### src/mfcs_pkg.sv
// shared types, constants and helper functions of the music colour smoother
package mfcs_pkg;

   localparam logic [2:0] REG_LOW_BAND_TOP        = 3'd0;
   localparam logic [2:0] REG_MID_BAND_TOP        = 3'd1;
   localparam logic [2:0] REG_MAX_FREQUENCY       = 3'd2;
   localparam logic [2:0] REG_LOUDNESS_FULL_SCALE = 3'd3;
   localparam logic [2:0] REG_BRIGHT_ATTACK_COEF  = 3'd4;
   localparam logic [2:0] REG_BRIGHT_RELEASE_COEF = 3'd5;
   localparam logic [2:0] REG_COLOR_UP_COEF       = 3'd6;
   localparam logic [2:0] REG_COLOR_DOWN_COEF     = 3'd7;

   localparam logic [15:0] RST_LOW_BAND_TOP        = 16'd300;
   localparam logic [15:0] RST_MID_BAND_TOP        = 16'd2000;
   localparam logic [15:0] RST_MAX_FREQUENCY       = 16'd4000;
   localparam logic [15:0] RST_LOUDNESS_FULL_SCALE = 16'd4096;
   localparam logic [8:0]  RST_BRIGHT_ATTACK_COEF  = 9'd192;
   localparam logic [8:0]  RST_BRIGHT_RELEASE_COEF = 9'd230;
   localparam logic [8:0]  RST_COLOR_UP_COEF       = 9'd192;
   localparam logic [8:0]  RST_COLOR_DOWN_COEF     = 9'd230;

   localparam logic [8:0]  COEF_ONE    = 9'd256;
   localparam logic [16:0] SCALE_FLOOR = 17'd19661;
   localparam logic [15:0] SCALE_SPAN  = 16'd45875;
   localparam logic [16:0] RATIO_ONE   = 17'h10000;
   localparam logic [7:0]  POS_MAX     = 8'hFF;
   localparam logic [4:0]  POS_STEPS   = 5'd8;
   localparam logic [4:0]  RATIO_STEPS = 5'd16;

   typedef struct packed {
      logic [15:0] low_band_top;
      logic [15:0] mid_band_top;
      logic [15:0] max_frequency;
      logic [15:0] loudness_full_scale;
      logic [8:0]  bright_attack_coef;
      logic [8:0]  bright_release_coef;
      logic [8:0]  color_up_coef;
      logic [8:0]  color_down_coef;
   } cfg_type;

   typedef struct packed {
      logic load_in;
      logic prep;
      logic div_start;
      logic scale;
      logic target;
      logic filter;
      logic out_load;
   } cmd_type;

   typedef struct packed {
      logic f_zero;
      logic div_done;
      logic out_free;
   } sts_type;

   typedef enum logic [2:0] {
      ST_IDLE,
      ST_PREP,
      ST_DIV_START,
      ST_DIV,
      ST_SCALE,
      ST_TARGET,
      ST_FILTER,
      ST_OUTPUT
   } state_type;

   typedef enum logic [1:0] {
      BAND_LOW,
      BAND_MID,
      BAND_HIGH
   } band_type;

   // element 0 red, 1 green, 2 blue
   typedef logic [2:0][7:0] rgb_type;

   function automatic rgb_type band_lo(band_type b);
      rgb_type v;
      v = '0;
      case (b)
         BAND_LOW: begin
            v[0] = 8'd64;
         end
         BAND_MID: begin
            v[1] = 8'd128;
         end
         BAND_HIGH: begin
            v[2] = 8'd128;
         end
         default: begin
            v = '0;
         end
      endcase
      return v;
   endfunction

   function automatic rgb_type band_hi(band_type b);
      rgb_type v;
      v = '0;
      case (b)
         BAND_LOW: begin
            v[0] = 8'd255;
            v[1] = 8'd165;
         end
         BAND_MID: begin
            v[0] = 8'd255;
            v[1] = 8'd255;
         end
         BAND_HIGH: begin
            v[0] = 8'd128;
            v[2] = 8'd128;
         end
         default: begin
            v = '0;
         end
      endcase
      return v;
   endfunction

   // q8 one-pole filter, weight clipped to one
   function automatic logic [7:0] blend_q8(logic [8:0] coef, logic [7:0] old,
                                           logic [7:0] tgt);
      logic [8:0]  c;
      logic [16:0] s;
      c = (coef > COEF_ONE) ? COEF_ONE : coef;
      s = 17'(c) * 17'(old) + 17'(COEF_ONE - c) * 17'(tgt);
      return s[15:8];
   endfunction

endpackage

### src/music_freq_to_color_smoother.sv
// top level: music frequency to smoothed grb colour, with register file and sequencer
// a response waits for the 16-step loudness ratio divider
// with zero frequency the colour path is skipped
// one transaction in flight at a time; the request input stays stalled until it is done
// a finished result waits in the output register while the next request is taken
// reset: synchronous, clears brightness, colour state and valid; registers take defaults
module music_freq_to_color_smoother
   import mfcs_pkg::*;
(
   input  logic        clock,
   input  logic        reset,
   input  logic        req_valid,
   output logic        req_stall,
   input  logic [15:0] req_frequency_hz,
   input  logic [15:0] req_loudness,
   input  logic [7:0]  req_target_brightness,
   output logic        rsp_valid,
   input  logic        rsp_stall,
   output logic [23:0] rsp_led_word,
   input  logic        csr_psel,
   input  logic        csr_penable,
   input  logic        csr_pwrite,
   input  logic [4:0]  csr_paddr,
   input  logic [31:0] csr_pwdata,
   output logic [31:0] csr_prdata,
   output logic        csr_pready
);

   cfg_type cfg;
   cmd_type cmd;
   sts_type sts;

   mfcs_csr u_csr (
      .clock       (clock),
      .reset       (reset),
      .csr_psel    (csr_psel),
      .csr_penable (csr_penable),
      .csr_pwrite  (csr_pwrite),
      .csr_paddr   (csr_paddr),
      .csr_pwdata  (csr_pwdata),
      .csr_prdata  (csr_prdata),
      .csr_pready  (csr_pready),
      .cfg         (cfg)
   );

   mfcs_ctrl u_ctrl (
      .clock     (clock),
      .reset     (reset),
      .req_valid (req_valid),
      .req_stall (req_stall),
      .sts       (sts),
      .cmd       (cmd)
   );

   mfcs_dp u_dp (
      .clock                 (clock),
      .reset                 (reset),
      .cfg                   (cfg),
      .cmd                   (cmd),
      .sts                   (sts),
      .req_frequency_hz      (req_frequency_hz),
      .req_loudness          (req_loudness),
      .req_target_brightness (req_target_brightness),
      .rsp_valid             (rsp_valid),
      .rsp_stall             (rsp_stall),
      .rsp_led_word          (rsp_led_word)
   );

   // an accepted transaction keeps the input stalled while it is worked on
   assert property (@(posedge clock) disable iff (reset)
      (req_valid && !req_stall) |=> req_stall)
      else $error("request accepted while a transaction is still in flight");

   // scaling only runs once both dividers have finished
   assert property (@(posedge clock) disable iff (reset)
      cmd.scale |-> sts.div_done)
      else $error("scaling started with a divider still busy");

   // a new result never overwrites one that is still stalled
   assert property (@(posedge clock) disable iff (reset)
      cmd.out_load |-> (!rsp_valid || !rsp_stall))
      else $error("output register loaded over a pending result");

endmodule

### src/mfcs_csr.sv
// configuration register file behind the apb-style port
module mfcs_csr
   import mfcs_pkg::*;
(
   input  logic        clock,
   input  logic        reset,
   input  logic        csr_psel,
   input  logic        csr_penable,
   input  logic        csr_pwrite,
   input  logic [4:0]  csr_paddr,
   input  logic [31:0] csr_pwdata,
   output logic [31:0] csr_prdata,
   output logic        csr_pready,
   output cfg_type     cfg
);

   cfg_type    cfg_ff;
   cfg_type    cfg_in;
   logic [2:0] index;
   logic       wr_en;

   assign index      = csr_paddr[4:2];
   assign wr_en      = csr_psel && csr_penable && csr_pwrite;
   assign csr_pready = 1'b1;
   assign cfg        = cfg_ff;

   always_comb begin
      cfg_in = cfg_ff;
      if (wr_en) begin
         case (index)
            REG_LOW_BAND_TOP:        cfg_in.low_band_top        = csr_pwdata[15:0];
            REG_MID_BAND_TOP:        cfg_in.mid_band_top        = csr_pwdata[15:0];
            REG_MAX_FREQUENCY:       cfg_in.max_frequency       = csr_pwdata[15:0];
            REG_LOUDNESS_FULL_SCALE: cfg_in.loudness_full_scale = csr_pwdata[15:0];
            REG_BRIGHT_ATTACK_COEF:  cfg_in.bright_attack_coef  = csr_pwdata[8:0];
            REG_BRIGHT_RELEASE_COEF: cfg_in.bright_release_coef = csr_pwdata[8:0];
            REG_COLOR_UP_COEF:       cfg_in.color_up_coef       = csr_pwdata[8:0];
            REG_COLOR_DOWN_COEF:     cfg_in.color_down_coef     = csr_pwdata[8:0];
            default:                 cfg_in = cfg_ff;
         endcase
      end
   end

   always_comb begin
      case (index)
         REG_LOW_BAND_TOP:        csr_prdata = {16'h0, cfg_ff.low_band_top};
         REG_MID_BAND_TOP:        csr_prdata = {16'h0, cfg_ff.mid_band_top};
         REG_MAX_FREQUENCY:       csr_prdata = {16'h0, cfg_ff.max_frequency};
         REG_LOUDNESS_FULL_SCALE: csr_prdata = {16'h0, cfg_ff.loudness_full_scale};
         REG_BRIGHT_ATTACK_COEF:  csr_prdata = {23'h0, cfg_ff.bright_attack_coef};
         REG_BRIGHT_RELEASE_COEF: csr_prdata = {23'h0, cfg_ff.bright_release_coef};
         REG_COLOR_UP_COEF:       csr_prdata = {23'h0, cfg_ff.color_up_coef};
         REG_COLOR_DOWN_COEF:     csr_prdata = {23'h0, cfg_ff.color_down_coef};
         default:                 csr_prdata = '0;
      endcase
   end

   always_ff @(posedge clock) begin
      if (reset) begin
         cfg_ff.low_band_top        <= RST_LOW_BAND_TOP;
         cfg_ff.mid_band_top        <= RST_MID_BAND_TOP;
         cfg_ff.max_frequency       <= RST_MAX_FREQUENCY;
         cfg_ff.loudness_full_scale <= RST_LOUDNESS_FULL_SCALE;
         cfg_ff.bright_attack_coef  <= RST_BRIGHT_ATTACK_COEF;
         cfg_ff.bright_release_coef <= RST_BRIGHT_RELEASE_COEF;
         cfg_ff.color_up_coef       <= RST_COLOR_UP_COEF;
         cfg_ff.color_down_coef     <= RST_COLOR_DOWN_COEF;
      end else begin
         cfg_ff <= cfg_in;
      end
   end

endmodule

### src/mfcs_div.sv
// restoring divider, one quotient bit per cycle, remainder must start below the divisor
module mfcs_div
   import mfcs_pkg::*;
(
   input  logic        clock,
   input  logic        reset,
   input  logic        start,
   input  logic [15:0] rem_init,
   input  logic [15:0] bits_init,
   input  logic [15:0] divisor,
   input  logic [4:0]  steps,
   output logic        busy,
   output logic [15:0] quotient
);

   logic [15:0] rem_ff, rem_in;
   logic [15:0] bits_ff, bits_in;
   logic [15:0] den_ff, den_in;
   logic [15:0] quo_ff, quo_in;
   logic [4:0]  cnt_ff, cnt_in;
   logic [16:0] trial;
   logic        fits;

   assign trial    = {rem_ff, bits_ff[15]};
   assign fits     = trial >= {1'b0, den_ff};
   assign busy     = cnt_ff != '0;
   assign quotient = quo_ff;

   always_comb begin
      rem_in  = rem_ff;
      bits_in = bits_ff;
      den_in  = den_ff;
      quo_in  = quo_ff;
      cnt_in  = cnt_ff;
      if (start) begin
         rem_in  = rem_init;
         bits_in = bits_init;
         den_in  = divisor;
         quo_in  = '0;
         cnt_in  = steps;
      end else if (busy) begin
         rem_in  = fits ? 16'(trial - {1'b0, den_ff}) : trial[15:0];
         bits_in = {bits_ff[14:0], 1'b0};
         quo_in  = {quo_ff[14:0], fits};
         cnt_in  = cnt_ff - 5'd1;
      end
   end

   always_ff @(posedge clock) begin
      if (reset) begin
         cnt_ff <= '0;
      end else begin
         cnt_ff <= cnt_in;
      end
      rem_ff  <= rem_in;
      bits_ff <= bits_in;
      den_ff  <= den_in;
      quo_ff  <= quo_in;
   end

endmodule

### src/mfcs_ctrl.sv
// sequencer that steps one transaction through the datapath
module mfcs_ctrl
   import mfcs_pkg::*;
(
   input  logic    clock,
   input  logic    reset,
   input  logic    req_valid,
   output logic    req_stall,
   input  sts_type sts,
   output cmd_type cmd
);

   state_type state_ff, state_in;

   assign req_stall = state_ff != ST_IDLE;

   always_ff @(posedge clock) begin
      if (reset) begin
         state_ff <= ST_IDLE;
      end else begin
         state_ff <= state_in;
      end
   end

   always_comb begin
      cmd      = '0;
      state_in = state_ff;
      case (state_ff)
         ST_IDLE: begin
            if (req_valid) begin
               cmd.load_in = 1'b1;
               state_in    = ST_PREP;
            end
         end
         ST_PREP: begin
            cmd.prep = 1'b1;
            state_in = sts.f_zero ? ST_OUTPUT : ST_DIV_START;
         end
         ST_DIV_START: begin
            cmd.div_start = 1'b1;
            state_in      = ST_DIV;
         end
         ST_DIV: begin
            if (sts.div_done) begin
               state_in = ST_SCALE;
            end
         end
         ST_SCALE: begin
            cmd.scale = 1'b1;
            state_in  = ST_TARGET;
         end
         ST_TARGET: begin
            cmd.target = 1'b1;
            state_in   = ST_FILTER;
         end
         ST_FILTER: begin
            cmd.filter = 1'b1;
            state_in   = ST_OUTPUT;
         end
         ST_OUTPUT: begin
            if (sts.out_free) begin
               cmd.out_load = 1'b1;
               state_in     = ST_IDLE;
            end
         end
         default: begin
            state_in = ST_IDLE;
         end
      endcase
   end

endmodule

### src/mfcs_dp.sv
// datapath: band mapping, dividers, colour scaling, smoothing filters and output register
module mfcs_dp
   import mfcs_pkg::*;
(
   input  logic        clock,
   input  logic        reset,
   input  cfg_type     cfg,
   input  cmd_type     cmd,
   output sts_type     sts,
   input  logic [15:0] req_frequency_hz,
   input  logic [15:0] req_loudness,
   input  logic [7:0]  req_target_brightness,
   output logic        rsp_valid,
   input  logic        rsp_stall,
   output logic [23:0] rsp_led_word
);

   logic [15:0] freq_ff, freq_in;
   logic [15:0] loud_ff, loud_in;
   logic [7:0]  tb_ff, tb_in;
   logic [7:0]  bright_ff, bright_in;
   band_type    band_ff, band_in;
   logic [15:0] x_ff, x_in;
   logic [15:0] den_ff, den_in;
   logic        room_sat_ff, room_sat_in;
   logic        ratio_sat_ff, ratio_sat_in;
   logic        pos_sat_ff, pos_sat_in;
   logic [16:0] scale_ff, scale_in;
   rgb_type     base_ff, base_in;
   rgb_type     tgt_ff, tgt_in;
   rgb_type     smooth_ff, smooth_in;
   logic        rsp_valid_ff, rsp_valid_in;
   logic [23:0] led_ff, led_in;

   logic [23:0] num;
   logic        over;
   logic        pos_busy, ratio_busy;
   logic [15:0] pos_q, ratio_q;
   logic [16:0] ratio;
   logic [32:0] scale_prod;
   logic [7:0]  pos;
   rgb_type     lo, hi;
   logic [15:0] base_prod [3];
   logic [24:0] tgt_prod [3];
   logic [15:0] out_prod [3];
   logic [8:0]  bright_coef;
   logic [8:0]  color_coef [3];

   assign num  = {x_ff, 8'h00} - {8'h00, x_ff};
   assign over = num >= {den_ff, 8'h00};

   mfcs_div u_pos_div (
      .clock     (clock),
      .reset     (reset),
      .start     (cmd.div_start),
      .rem_init  (num[23:8]),
      .bits_init ({num[7:0], 8'h00}),
      .divisor   (den_ff),
      .steps     (POS_STEPS),
      .busy      (pos_busy),
      .quotient  (pos_q)
   );

   mfcs_div u_ratio_div (
      .clock     (clock),
      .reset     (reset),
      .start     (cmd.div_start),
      .rem_init  (loud_ff),
      .bits_init (16'h0000),
      .divisor   (cfg.loudness_full_scale),
      .steps     (RATIO_STEPS),
      .busy      (ratio_busy),
      .quotient  (ratio_q)
   );

   assign sts.f_zero   = freq_ff == '0;
   assign sts.div_done = !pos_busy && !ratio_busy;
   assign sts.out_free = !rsp_valid_ff || !rsp_stall;

   assign rsp_valid    = rsp_valid_ff;
   assign rsp_led_word = led_ff;

   assign ratio       = ratio_sat_ff ? RATIO_ONE : {1'b0, ratio_q};
   assign scale_prod  = 33'(ratio) * 33'(SCALE_SPAN);
   assign pos         = pos_sat_ff ? POS_MAX : pos_q[7:0];
   assign lo          = band_lo(band_ff);
   assign hi          = band_hi(band_ff);
   assign bright_coef = (tb_ff > bright_ff) ? cfg.bright_attack_coef
                                            : cfg.bright_release_coef;

   always_comb begin
      for (int k = 0; k < 3; k++) begin
         base_prod[k]  = 16'(hi[k] - lo[k]) * 16'(pos);
         tgt_prod[k]   = 25'(base_ff[k]) * 25'(scale_ff);
         out_prod[k]   = 16'(smooth_ff[k]) * 16'(bright_ff);
         color_coef[k] = (tgt_ff[k] >= smooth_ff[k]) ? cfg.color_up_coef
                                                     : cfg.color_down_coef;
      end
   end

   always_comb begin
      freq_in      = freq_ff;
      loud_in      = loud_ff;
      tb_in        = tb_ff;
      bright_in    = bright_ff;
      band_in      = band_ff;
      x_in         = x_ff;
      den_in       = den_ff;
      room_sat_in  = room_sat_ff;
      ratio_sat_in = ratio_sat_ff;
      pos_sat_in   = pos_sat_ff;
      scale_in     = scale_ff;
      base_in      = base_ff;
      tgt_in       = tgt_ff;
      smooth_in    = smooth_ff;
      rsp_valid_in = rsp_valid_ff;
      led_in       = led_ff;

      if (cmd.load_in) begin
         freq_in = req_frequency_hz;
         loud_in = req_loudness;
         tb_in   = req_target_brightness;
      end

      if (cmd.prep) begin
         bright_in = blend_q8(bright_coef, bright_ff, tb_ff);
         if (freq_ff <= cfg.low_band_top) begin
            band_in     = BAND_LOW;
            x_in        = freq_ff;
            den_in      = cfg.low_band_top;
            room_sat_in = 1'b0;
         end else if (freq_ff <= cfg.mid_band_top) begin
            band_in     = BAND_MID;
            x_in        = freq_ff - cfg.low_band_top;
            den_in      = cfg.mid_band_top - cfg.low_band_top;
            room_sat_in = 1'b0;
         end else begin
            band_in     = BAND_HIGH;
            x_in        = freq_ff - cfg.mid_band_top;
            den_in      = cfg.max_frequency - cfg.mid_band_top;
            room_sat_in = cfg.max_frequency <= cfg.mid_band_top;
         end
         ratio_sat_in = (cfg.loudness_full_scale == '0) ||
                        (loud_ff >= cfg.loudness_full_scale);
      end

      if (cmd.div_start) begin
         pos_sat_in = room_sat_ff || over;
      end

      if (cmd.scale) begin
         scale_in = SCALE_FLOOR + scale_prod[32:16];
         for (int k = 0; k < 3; k++) begin
            base_in[k] = lo[k] + base_prod[k][15:8];
         end
      end

      if (cmd.target) begin
         for (int k = 0; k < 3; k++) begin
            tgt_in[k] = tgt_prod[k][23:16];
         end
      end

      if (cmd.filter) begin
         for (int k = 0; k < 3; k++) begin
            smooth_in[k] = blend_q8(color_coef[k], smooth_ff[k], tgt_ff[k]);
         end
      end

      if (cmd.out_load) begin
         rsp_valid_in = 1'b1;
         led_in       = {out_prod[1][15:8], out_prod[0][15:8], out_prod[2][15:8]};
      end else if (rsp_valid_ff && !rsp_stall) begin
         rsp_valid_in = 1'b0;
      end
   end

   always_ff @(posedge clock) begin
      if (reset) begin
         bright_ff    <= '0;
         smooth_ff    <= '0;
         rsp_valid_ff <= 1'b0;
      end else begin
         bright_ff    <= bright_in;
         smooth_ff    <= smooth_in;
         rsp_valid_ff <= rsp_valid_in;
      end
      freq_ff      <= freq_in;
      loud_ff      <= loud_in;
      tb_ff        <= tb_in;
      band_ff      <= band_in;
      x_ff         <= x_in;
      den_ff       <= den_in;
      room_sat_ff  <= room_sat_in;
      ratio_sat_ff <= ratio_sat_in;
      pos_sat_ff   <= pos_sat_in;
      scale_ff     <= scale_in;
      base_ff      <= base_in;
      tgt_ff       <= tgt_in;
      led_ff       <= led_in;
   end

endmodule
### config.mk
export PLATFORM = sky130hd
export DESIGN_NAME = music_freq_to_color_smoother
export DESIGN_NICKNAME = d
export VERILOG_FILES = /design/src/mfcs_pkg.sv /design/src/music_freq_to_color_smoother.sv /design/src/mfcs_csr.sv /design/src/mfcs_div.sv /design/src/mfcs_ctrl.sv /design/src/mfcs_dp.sv
export SDC_FILE = /design/constraint.sdc
export NUM_CORES = 2
export LEC_CHECK = 0
export ABC_CLOCK_PERIOD_IN_PS = 10100
export BUFFER_PORTS_ARGS = -buffer_cell sky130_fd_sc_hd__buf_2
export CORE_ASPECT_RATIO = 1.1
export CORE_UTILIZATION = 50
export CTS_CLUSTER_SIZE = 20
export DETAILED_ROUTE_END_ITERATION = 10
export GPL_TIMING_DRIVEN = 0
export MAX_ROUTING_LAYER = met4
export PLACE_DENSITY = 0.64
export SYNTH_ARGS = -nofsm -noshare
export SYNTH_HDL_FRONTEND = slang
export SYNTH_HIERARCHICAL = 1
export SYNTH_SLANG_ARGS = --single-unit
export TNS_END_PERCENT = 100
### constraint.sdc
create_clock -name clock -period 10.1 [get_ports clock]
set_input_delay 2.02 -clock clock [delete_from_list [all_inputs] [get_ports clock]]
set_output_delay 2.02 -clock clock [all_outputs]
set_load 0.02 [all_outputs]
==> qor.yml <==
placed_design:
  port_buffers: 97
  gp_congestion: 0.950
  hpwl_um: 148000
die:
  num_rows: 141
  core-area_mm2: 0.134
  fp.dieW_um: 353
  die_height_um: 388
  die_area_mm2: 0.137
  start_util_pct: 50.5
  ios: 143
worst_hold_path:
  hold_path_end: "u_dp/u_pos_div/den_ff[12]"
  min_path_cells: 0
  hold_path_class: "flip-flop to flip-flop"
  hp-start: "u_dp/den_ff[12]"
routing:
  viasPerCell: 5.37
  route.detailed.drc: 0
  wirelength_um: 179000
  ant_nets: 0
  wire_per_inst_um: 18.8
  drtPass1Iterations: 6
  drtIter0Drc: 3046
  vias: 51200
clocking:
  cts_tree: "yes"
  cts.htree.levels: 2
  clock-sinks: 425
  path_clk_slew_ns: 0.07
  cts_buffers: 54
  clk_latency_ns: 0.71
  cts_root_buf: "clkbuf_16"
  cts.path.max_buffers: 3
critical_path:
  r2r_setup_slack_ns: 0.37
  crit_type: "flip-flop to flip-flop"
  crit_slowest_cell: "edfxtp_1"
  reg2reg_depth: 34
  worstPathRequired_ns: 10.71
  critPathMaxStageDelay_ns: 0.82
  cp.arrival_ns: 10.34
  endpoint_kind: "flip-flop"
  r2r_start: "u_dp/tgt_ff[8]"
  r2r-end: "u_dp/smooth_ff[15]"
  crit_fanout: 10
  cp_common_cell: "fa_1"
  worstSetupStartpointType: "flip-flop"
timing:
  slew_violations: 0
  finalHoldViolations: 0
  post-route-period-util_pct: 96.3
  fmax_mhz: 103
  setup_viol: 0
  setup_tns_ns: 0
  min_period_ns: 9.73
  slew_headroom_pct: 1.47
  grt_setup_unrepaired: "no"
  max_slew.worst_pin.slew_ns: 1.44
  fin_skew_ns: 0.107
synth:
  syn-cell-area_mm2: 0.0678
  synthCells: 7367
  synth_warnings: 6
  postSynthAreaPerCell_um2: 9.21
global_routing:
  grt_max_degree: 40
  grt_pass1_wl_um: 288000
  antenna_found_initial: 2
  grt_usage_pct: 27.3
  grt.overflow.total: 0
  grt_pass1_vias: 53300
status:
  violations: "max-capacitance violations"
  outcome: "finished with violations"
power:
  power.density_mw_per_mm2: 220
  p_total_mw: 16.1
  p_leak_nw: 35.2
  ir_worst_vdd_uv: 388
final_layout:
  drive_gt1_share_pct: 5.93
  synthToLayoutAreaGrowth_pct: 8.01
  layout.nets: 9593
run:
  cap_violations: 1
power breakdown:
part	internal (mW)	leakage [nW]	total (mW)	switching, mW
clock	1.09	0.880	1.96	0.869
sequential	2.50	3.82	2.68	0.179
combinational	4.94	30.5	11.5	6.52
total	8.54	35.2	16.1	7.57
how the worst max path moves through the flow:
stage	endpoint	cells after the start	startpoint	slack, ns
finish	u_dp/smooth_ff[15]	34	u_dp/tgt_ff[8]	0.37
floorplan	u_dp/bright_ff[6]	35	u_dp/bright_ff[2]	1.43
CTS	u_dp/smooth_ff[15]	37	u_dp/smooth_ff[9]	0.03
global placement	u_dp/bright_ff[6]	33	u_dp/bright_ff[6]	-1.73
global route	u_dp/smooth_ff[15]	36	u_dp/smooth_ff[9]	0.008
detailed placement	u_dp/bright_ff[7]	33	u_dp/bright_ff[6]	-1.73
per-layer routing:
layer / global-route usage [%] / vias to the layer above / wire length, um
met5: - / - / 0
met4: 9.29 / 0 / 6580
met3: 2.69 / 312 / 9090
met2: 46.6 / 1402 / 89100
met1: 33.8 / 25500 / 74000
li1: - / 24000 / -
registers in the layout, summed over array words and instances, names as in the netlist, 16 cells and up:
| name | flops |
|---|---|
| u_csr/cfg | 100 |
| u_dp/base_ff | 17 |
| u_dp/den_ff | 16 |
| u_dp/freq_ff | 16 |
| u_dp/loud_ff | 16 |
| u_dp/rsp_led_word | 24 |
| u_dp/scale_ff | 17 |
| u_dp/smooth_ff | 24 |
| u_dp/tgt_ff | 24 |
| u_dp/u_pos_div/bits_ff | 16 |
| u_dp/u_pos_div/den_ff | 16 |
| u_dp/u_pos_div/rem_ff | 16 |
| u_dp/u_ratio_div/bits_ff | 16 |
| u_dp/u_ratio_div/den_ff | 16 |
| u_dp/u_ratio_div/quotient | 16 |
| u_dp/u_ratio_div/rem_ff | 16 |
| u_dp/x_ff | 16 |
per-stage QoR:
step	instance area [um2]	utilization [%]	std cells	hold WS [ns]	setup WS (ns)
4_1_cts	73200	54.4	9536	0.444	0.0269
3_5_place_dp	71300	53.1	9438	0.437	-1.73
6_report	73300	54.5	9533	0.445	0.373
5_1_grt	73300	54.5	9533	0.463	0.00809
2_1_floorplan	68500	-	7547	0.426	1.43
3_3_place_gp	71200	53.0	9431	0.434	-1.73
placed cells by master (no fill, tap or decap), types with 44 or more instances in the layout:
| cell type | instances |
|---|---|
| o21ai_0 | 145 |
| a21oi_1 | 272 |
| fa_1 | 979 |
| dfxtp_1 | 167 |
| clkbuf_16 | 57 |
| a21o_1 | 82 |
| nor2b_1 | 62 |
| nand3b_1 | 44 |
| nor3_1 | 89 |
| nand2_1 | 925 |
| and2_1 | 357 |
| buf_2 | 130 |
| conb_1 | 184 |
| clkbuf_1 | 195 |
| nand2b_1 | 67 |
| mux2i_1 | 61 |
| ha_1 | 831 |
| xor2_1 | 86 |
| mux2_2 | 70 |
| xnor2_1 | 197 |
| nor2_1 | 361 |
| nand3_1 | 49 |
| edfxtp_1 | 255 |
| inv_1 | 1398 |
final cells by class:
class,instances,area (um2)
fill,12300,61200
tap,1787,2240
multi-input combinational,5436,51100
antenna,2,5.00
timing repair buffer,105,588
sequential,425,11100
buffer,263,1150
clock buffer,73,1560
inverter,1414,5320
clock inverter,28,220
critical path, delay by kind of cell, from the launching register on:
| family | cells | cell delay (ns) |
|---|---|---|
| xor+xnor | 2 | 0.83 |
| buf+inv | 7 | 1.19 |
| compound gates | 10 | 2.27 |
| flops | 1 | 0.82 |
| fa+ha+maj | 8 | 3.58 |
| simple gates | 7 | 0.98 |
repair_timing:
action                                  in CTS  in global routing
gates cloned                                 0                  0
setup buffers                                0                  1
endpoints found under the setup margin      14                 27
gates resized for setup                     20                 20
hold buffers                                 0                  0
Power figures use the tool's default switching activity.
